File: config.mk
export PLATFORM = sky130hd
export DESIGN_NAME = hex_id_check_parse
export DESIGN_NICKNAME = d
export VERILOG_FILES = /design/src/rtl/hicp_pkg.sv /design/src/rtl/hicp_classify.sv /design/src/rtl/hicp_accum.sv /design/src/rtl/hex_id_check_parse.sv
export SDC_FILE = /design/constraint.sdc
export NUM_CORES = 1
export LEC_CHECK = 0
export BUFFER_PORTS_ARGS = -buffer_cell sky130_fd_sc_hd__buf_2
export CORE_UTILIZATION = 46
export DETAILED_ROUTE_END_ITERATION = 10
export MAX_ROUTING_LAYER = met4
export PLACE_DENSITY = 0.64
export REMOVE_ABC_BUFFERS = 1
export SLEW_MARGIN = 10
export SYNTH_ARGS = -nofsm -noshare
export SYNTH_HDL_FRONTEND = slang
export SYNTH_SLANG_ARGS = --single-unit
File: constraint.sdc
create_clock -name clk -period 6.8 [get_ports clk]
set_clock_uncertainty 0.1 [all_clocks]
set_input_delay 1.02 -clock clk [delete_from_list [all_inputs] [get_ports clk]]
set_output_delay 1.02 -clock clk [all_outputs]
set_load 0.05 [all_outputs]
File: src/rtl/hicp_pkg.sv
package hicp_pkg;

  localparam int unsigned CharW  = 8;
  localparam int unsigned NibW   = 4;
  localparam int unsigned IdW    = 64;
  localparam int unsigned GroupW = 16;
  localparam int unsigned CountW = 5;
  localparam int unsigned OutW   = 72;  // value + status, padded to whole bytes

  localparam logic [CountW-1:0] ID_DIGITS    = 5'd16;
  localparam logic [CountW-1:0] TOTAL_DIGITS = 5'd20;

  localparam logic [CharW-1:0] CH_0     = 8'h30;
  localparam logic [CharW-1:0] CH_9     = 8'h39;
  localparam logic [CharW-1:0] CH_LO_A  = 8'h61;
  localparam logic [CharW-1:0] CH_LO_F  = 8'h66;
  localparam logic [CharW-1:0] CH_UP_A  = 8'h41;
  localparam logic [CharW-1:0] CH_UP_F  = 8'h46;
  localparam logic [CharW-1:0] CH_UP_O  = 8'h4f;
  localparam logic [CharW-1:0] CH_LO_O  = 8'h6f;
  localparam logic [CharW-1:0] CH_UP_I  = 8'h49;
  localparam logic [CharW-1:0] CH_LO_L  = 8'h6c;
  localparam logic [NibW-1:0]  HEX_TEN  = 4'd10;

  typedef enum logic [1:0] {
    STATUS_OK       = 2'd0,
    STATUS_SHORT    = 2'd1,
    STATUS_MISMATCH = 2'd2
  } status_t;

  typedef struct packed {
    logic            valid;
    logic [NibW-1:0] nibble;
  } digit_t;

  typedef struct packed {
    logic           valid;
    logic [IdW-1:0] value;
    status_t        status;
  } result_t;

  function automatic digit_t classify(input logic [CharW-1:0] c);
    digit_t d;
    logic [CharW-1:0] diff;
    d.valid  = 1'b1;
    d.nibble = '0;
    diff     = '0;
    priority if (c >= CH_0 && c <= CH_9) begin
      diff     = c - CH_0;
      d.nibble = diff[NibW-1:0];
    end else if (c >= CH_LO_A && c <= CH_LO_F) begin
      diff     = c - CH_LO_A;
      d.nibble = diff[NibW-1:0] + HEX_TEN;
    end else if (c >= CH_UP_A && c <= CH_UP_F) begin
      diff     = c - CH_UP_A;
      d.nibble = diff[NibW-1:0] + HEX_TEN;
    end else if (c == CH_UP_O || c == CH_LO_O) begin
      d.nibble = 4'd0;
    end else if (c == CH_UP_I || c == CH_LO_L) begin
      d.nibble = 4'd1;
    end else begin
      d.valid = 1'b0;
    end
    return d;
  endfunction

endpackage

File: src/rtl/hicp_classify.sv
module hicp_classify (
  input  logic [hicp_pkg::CharW-1:0] char_byte,
  output hicp_pkg::digit_t           digit
);
  import hicp_pkg::*;

  assign digit = classify(char_byte);

endmodule

File: src/rtl/hicp_accum.sv
module hicp_accum (
  input  logic             clk,
  input  logic             rst,
  input  logic             accept,
  input  logic             last,
  input  hicp_pkg::digit_t digit,
  output hicp_pkg::result_t result
);
  import hicp_pkg::*;

  logic [CountW-1:0] digit_count, digit_count_next;
  logic [IdW-1:0]    id_accumulator, id_accumulator_next;
  logic [GroupW-1:0] check_group, check_group_next;
  logic [GroupW-1:0] group_xor;
  logic              take;

  assign take = accept && digit.valid && (digit_count < TOTAL_DIGITS);

  always_comb begin
    digit_count_next    = digit_count;
    id_accumulator_next = id_accumulator;
    check_group_next    = check_group;
    if (take) begin
      if (digit_count < ID_DIGITS) begin
        id_accumulator_next = {id_accumulator[IdW-NibW-1:0], digit.nibble};
      end else begin
        check_group_next = {check_group[GroupW-NibW-1:0], digit.nibble};
      end
      digit_count_next = digit_count + 5'd1;
    end
  end

  // identifier is frozen once sixteen digits are in, so fold it at the end
  assign group_xor = id_accumulator_next[63:48] ^ id_accumulator_next[47:32] ^
                     id_accumulator_next[31:16] ^ id_accumulator_next[15:0];

  always_comb begin
    result.valid  = accept && last;
    result.value  = '0;
    result.status = STATUS_OK;
    if (digit_count_next < TOTAL_DIGITS) begin
      result.status = STATUS_SHORT;
    end else if (check_group_next != group_xor) begin
      result.status = STATUS_MISMATCH;
    end else begin
      result.value = id_accumulator_next;
    end
  end

  always_ff @(posedge clk) begin
    if (rst || (accept && last)) begin
      digit_count    <= '0;
      id_accumulator <= '0;
      check_group    <= '0;
    end else begin
      digit_count    <= digit_count_next;
      id_accumulator <= id_accumulator_next;
      check_group    <= check_group_next;
    end
  end

endmodule

File: src/rtl/hex_id_check_parse.sv
// Hex identifier parser: takes one character per item and, on the item with
// tlast set, returns one result holding the 64-bit identifier made of the first
// sixteen hex digits and a status (accepted, too few digits, check mismatch);
// value is zero unless accepted. Non-digit bytes are skipped, O/o read as 0,
// I/l read as 1, digits past the twentieth are ignored. One item is taken per
// clock while s_axis_tready is high; the result appears in the output register
// in the cycle after the last item is taken. s_axis_tready is low only while
// that output register holds a result the sink has not yet taken.
module hex_id_check_parse (
  input  logic                       clk,
  input  logic                       rst,
  input  logic                       s_axis_tvalid,
  output logic                       s_axis_tready,
  input  logic [hicp_pkg::CharW-1:0] s_axis_tdata,  // [7:0] char_byte
  input  logic                       s_axis_tlast,  // last
  output logic                       m_axis_tvalid,
  input  logic                       m_axis_tready,
  output logic [hicp_pkg::OutW-1:0]  m_axis_tdata   // [63:0] value, [65:64] status, rest 0
);
  import hicp_pkg::*;

  digit_t  digit;
  result_t result;
  logic    accept;
  logic [IdW-1:0] out_value;
  status_t        out_status;

  assign s_axis_tready = m_axis_tready || !m_axis_tvalid;
  assign accept        = s_axis_tvalid && s_axis_tready;

  hicp_classify u_classify (
    .char_byte (s_axis_tdata),
    .digit     (digit)
  );

  hicp_accum u_accum (
    .clk    (clk),
    .rst    (rst),
    .accept (accept),
    .last   (s_axis_tlast),
    .digit  (digit),
    .result (result)
  );

  always_ff @(posedge clk) begin
    if (rst) begin
      m_axis_tvalid <= 1'b0;
    end else if (s_axis_tready) begin
      m_axis_tvalid <= result.valid;
    end
  end

  always_ff @(posedge clk) begin
    if (s_axis_tready && result.valid) begin
      out_value  <= result.value;
      out_status <= result.status;
    end
  end

  assign m_axis_tdata = {{(OutW-IdW-2){1'b0}}, out_status, out_value};

endmodule

## Yosys cells after proc, flatten, opt, wreduce, memory -nomap -nowiden

Cells that the tools add are included.

| word-level totals | value |
|---|---|
| bits in registers | 152 |
| input bits | 13 |
| output and inout bits | 74 |
| logic and storage cells | 59 |

| operators by class | value |
|---|---|
| add/subtract/negate cells | 6 |
| order comparisons | 9 |
| equality and inequality tests | 5 |
| mux-type cells | 16 |
| bitwise operators | 3 |
| reduce and logical (&&, ||, !) cells | 14 |

Operator list:

| cell | number |
|---|---|
| $mux W64 | 2 |
| $xor A16 B16 Y16 | 3 |
| $eq A8 B7 Y1 const B | 4 |
| $mux W16 | 2 |
| $ge A8 B7 Y1 const B | 2 |
| $le A8 B7 Y1 const B | 2 |
| $mux W4 | 4 |
| $ne A16 B16 Y1 | 1 |
| $lt A5 B5 Y1 const B | 3 |
| $sub A4 B1 Y4 const B | 3 |
| $add A4 B4 Y4 const B | 2 |
| $ge A8 B6 Y1 const B | 1 |
| $le A8 B6 Y1 const B | 1 |
| $logic_and A1 B1 Y1 | 8 |
| $mux W1 | 6 |
| $add A5 B1 Y5 const B | 1 |
| $mux W5 | 1 |
| $logic_or A1 B1 Y1 | 4 |
| $mux W2 | 1 |
| $reduce_or A2 Y1 | 1 |
| $logic_not A1 Y1 | 1 |

## Depth between registers and ports, before layout

| logic depth | value |
|---|---|
| word-level depth | 15 |
| mapped depth | 16 |
| mapped depth without buffers | 11 |

## Modules after synthesis

Synthesis repeated with hierarchy kept, for this count alone.

| unflattened totals | value |
|---|---|
| cells, all modules | 578 |
| area total of the unflattened synthesis | 7043.0 sq um |

By module, submodules not included:

| module | times used | cells each | area each (sq um) | sequential area each (sq um) |
|---|---|---|---|---|
| hicp_accum | 1 | 465 | 4695.8 | 1701.6 |
| hex_id_check_parse | 1 | 79 | 2092.0 | 2001.9 |
| hicp_classify | 1 | 34 | 255.2 | 0.0 |

## Least setup slack after synthesis

Ideal clock, no wire load.

| timing path | value |
|---|---|
| path type | in2reg |
| from | input port s_axis_tdata[1] (netlist bit) |
| to | register out_status[1] (data pin) |
| arrival time | 4.098 ns |
| setup slack | 2.347 ns |
| cell stages on the path | 14 |
| cells stage by stage | inv_1 > ha_1 > or3b_4 > and4b_4 > o41ai_4 > buf_6 > mux2i_1 > a21oi_1 > nor4_1 > nand4_1 > or4_1 > buf_4 > buf_6 > o21ba_1 |

| between the ends | value |
|---|---|
| longest elaborated chain between the ends | 15 |
| elaborated cells on any way between the ends | 43 |
| classes of those cells | 5 x add/sub; 7 x order compare; 5 x eq/ne; 16 x mux; 3 x bitwise; 7 x reduce/logical |

RTL lines:

| item | RTL line | source |
|---|---|---|
| from (decl) | hex_id_check_parse.sv:14 | `input logic [hicp_pkg::CharW-1:0] s_axis_tdata,` |
| parallel branches: the longest is 15 deep, another holds $sub A4 B1 Y4 | - |  |
| to (signal assigned) | hex_id_check_parse.sv:56 | `out_status <= result.status;` |
| to (decl) | hex_id_check_parse.sv:26 | `status_t out_status;` |

Parallel ways; which one is timed is not known.
A chain may end at the register's enable or synchronous reset.

## Worst setup path in the final report

| timing path | value |
|---|---|
| from | input port s_axis_tdata[1] (netlist bit) |
| to | register out_value[47] (data pin) |

| between the ends | value |
|---|---|
| longest elaborated chain between the ends | 15 |
| elaborated cells on any way between the ends | 43 |
| classes of those cells | 5 x add/sub; 7 x order compare; 5 x eq/ne; 15 x mux; 3 x bitwise; 8 x reduce/logical |

RTL lines:

| item | RTL line | source |
|---|---|---|
| parallel branches: the longest is 15 deep, another holds $sub A4 B1 Y4 | - |  |
| to (signal assigned) | hex_id_check_parse.sv:55 | `out_value <= result.value;` |
| to (decl) | hex_id_check_parse.sv:25 | `logic [IdW-1:0] out_value;` |

Parallel ways; which one is timed is not known.

==> out/metrics.cfg <==
[synthesis]
synth-async-reset-ratio = 0
synth_seq_cells = 152
synth_cell_types = 54
yosysSeqAreaShare = 0.506
synth_area_sq_um = 7320
synth_most_common_cell = nor2_1
synth_edf_count = 66
ys_top_cells_by_count = nor2_1, dfxtp_1, mux2i_1, edfxtp_1, xnor2_1
syn_avg_cell_area_sq_um = 11.4
synth_top_area_share = 0.271
netlist_instances = 642
ys_warn_count = 0
synth_area_leaders = edfxtp_1, dfxtp_1, mux2i_1
synth_flop_cell = dfxtp_1
yosysTopAreaCell = edfxtp_1

[clock_network]
cts_buffers = 17
cts-resized-gates = 0
cts_hold_buffers = 0
post-cts-setup-buffer-count = 0
cts_tree = built
ctsHtreeMaxLevel = 4
cts_buffer_depth = 2
cts_sinks = 152
insertion_delay_ns = 0.42
ctsRootBufferMaster = clkbuf_16
clkTransAtPathRegs_ns = 0.06

[route]
ant_nets = 0
wirelength_um = 14500
vias = 4895
drt_iter0_drc = 272
drt_first_pass_iters = 4
vias_per_cell = 5.31
wl_per_cell_um = 15.7
drc = 0

[power_and_ir_drop]
power.total_w = 0.00207
leakagePower_nw = 3.19
ir_drop_mv = 0.169
p_per_area_nw_per_um2 = 248

[die]
num_io_pins = 87
initial_core_util = 0.476
fp-row-count = 45
die_area_sq_um = 16400
die_h_um = 128
die_x_um = 128
core_sq_um = 15400

[global_route]
grtUsageTotal = 0.192
grt_pass1_vias = 4852
antenna_found_initial = 0
grt_remaining_overflow = 0
grt_max_degree = 94
grt_pass1_wl_um = 23900

[timing]
rsz0062_at_grt = no
hold_violations = 0
min_period_ns = 5.53
slew_headroom = 0.286
slew_viol_final = 0
fin_crit_sh = 0.813
tns_ns = 0
max_freq_ghz = 0.181
tightest_slew_ns = 1.07
fin_hold_ws_ns = 0.405
finalSetupViolCount = 0

[status]
status = completed

[critical_path]
worstPathArrival_ns = 5.63
slowest_delay_ns = 1.08
crit_chain = buf_2 -> inv_1 -> ha_1 -> or3b_4 -> and4b_4 -> o41ai_4 -> buf_12 -> mux2i_1 -> xnor2_1 -> a21oi_1 -> xnor2_1 -> or4_2 -> buf_12 -> nor4_1
critPathLaunch = s_axis_tdata[1]
crit_required_ns = 6.91
endpoint = out_value[47]
r2r_start = m_axis_tvalid
reg2reg_depth = 11
critPathCaptureType = flop
critPathSlowestCell = or4_2
rrSetupSlack_ns = 2.33
critPathMaxFanout = 93
worst-setup-path-type = primary input to flop
start_kind = primary input
reg2reg_to = out_value[47]

[layout]
n_antenna_cell = 0
area.growth.synth_to_final_pct = 14.2
drive_gt1_frac = 0.246
nets = 716
fin_cells = 921
final_util = 0.544

[min_path]
hp-class = flop to flop

[place]
dp.cells = 890
portBuffers = 80
dp_hpwl_um = 9180
place_congestion = 0.764

[flow_run]
maxCapViolCount = 0

[sequential cells by signal, indices dropped and copies added, names as in the netlist]
name	flops
u_accum.id_accumulator	64
u_accum.check_group	16
u_accum.digit_count	5
out_value	64
out_status	2
m_axis_tvalid	1
[logic make-up (layout without fill, tap and decap cells)]
logic type	count (synthesis)	after routing	share of synthesized area
and+or+nand+nor	222	222	0.196
DFF	152	152	0.506
muxes	81	81	0.111
xor gates and xnor gates	76	76	0.0910
buffers and inverters	58	121	0.0419
AOI/OAI and AO/OA	47	47	0.0446
adders and majority gates	5	5	0.00855
other	1	6	0.000512
[cell type report]
| cell class | instances | area, sq um |
|---|---|---|
| clock buffer | 22 | 464 |
| clock inverter | 9 | 103 |
| fill | 1342 | 7010 |
| inverter | 4 | 15.0 |
| multi-input combinational | 437 | 3340 |
| sequential | 152 | 3700 |
| tap | 211 | 264 |
| timing repair buffer | 86 | 470 |
[critical path: cells and delay by family]
kind | cells | cell delay [ns]
AOI/OAI and AO/OA | 2 | 0.46
xor gates and xnor gates | 2 | 0.30
adders and majority gates | 1 | 0.23
buffers and inverters | 4 | 1.00
muxes | 1 | 0.42
and+or+nand+nor | 4 | 2.07
[worst min-delay path by stage]
| stage | from | slack (ns) | depth (start not counted) | endpoint |
|---|---|---|---|---|
| 2_1_floorplan | u_accum.check_group[1] | 0.36 | 2 | u_accum.check_group[1] |
| 3_3_place_gp | u_accum.check_group[1] | 0.38 | 2 | u_accum.check_group[1] |
| 3_5_place_dp | u_accum.check_group[1] | 0.39 | 2 | u_accum.check_group[1] |
| 4_1_cts | u_accum.check_group[1] | 0.40 | 2 | u_accum.check_group[1] |
| 5_1_grt | u_accum.check_group[1] | 0.42 | 2 | u_accum.check_group[1] |
| 6_report | u_accum.check_group[1] | 0.41 | 2 | u_accum.check_group[1] |
[per-layer routing]
layer  GRT usage  vias up  part of all wire
met5           -        -                 0
met1       0.251     2380              0.47
met2       0.292       94              0.47
li1            -     2402                 -
met3      0.0409       19             0.038
met4      0.0747        0             0.015
[report_power, final]
| part | total (W) | switching, W | internal [W] |
|---|---|---|---|
| combinational | 0.000190 | 0.000153 | 0.0000375 |
| clock | 0.000906 | 0.000352 | 0.000554 |
| sequential | 0.000974 | 0.00000519 | 0.000969 |
[placed cells by master, fill, tap and decap left out, types with 2 or more instances in the layout]
| master | count |
|---|---|
| conb_1 | 6 |
| nand2b_1 | 2 |
| nor4bb_1 | 2 |
| clkinv_2 | 4 |
| edfxtp_1 | 66 |
| or2_2 | 2 |
| nand3_1 | 6 |
| o211a_1 | 2 |
| clkbuf_16 | 17 |
| nor2_1 | 99 |
| mux2i_1 | 80 |
| clkbuf_1 | 3 |
| inv_1 | 3 |
| nor3b_1 | 5 |
| nor4_1 | 18 |
| clkbuf_8 | 2 |
| clkinvlp_4 | 3 |
| buf_12 | 2 |
| xor2_1 | 22 |
| o21ai_1 | 2 |
| and3_1 | 2 |
| ha_1 | 5 |
| nor2b_1 | 2 |
| nand4_1 | 6 |
| nor4_2 | 49 |
| buf_2 | 80 |
| and2_1 | 3 |
| nand2_1 | 16 |
| dfxtp_1 | 86 |
| a21oi_1 | 21 |
| nor3_1 | 2 |
| o21ai_0 | 7 |
| a41oi_1 | 2 |
| buf_4 | 4 |
| xnor2_1 | 54 |
| bufinv_16 | 2 |
[metrics by stage]
stage	setup WS, ns	area, sq um
3_3_place_gp	1.11	7790
2_1_floorplan	-3.40	7050
4_1_cts	1.29	8360
5_1_grt	0.881	8360
6_report	1.27	8360
3_5_place_dp	0.858	7790
(Power assumes the default switching activity.)
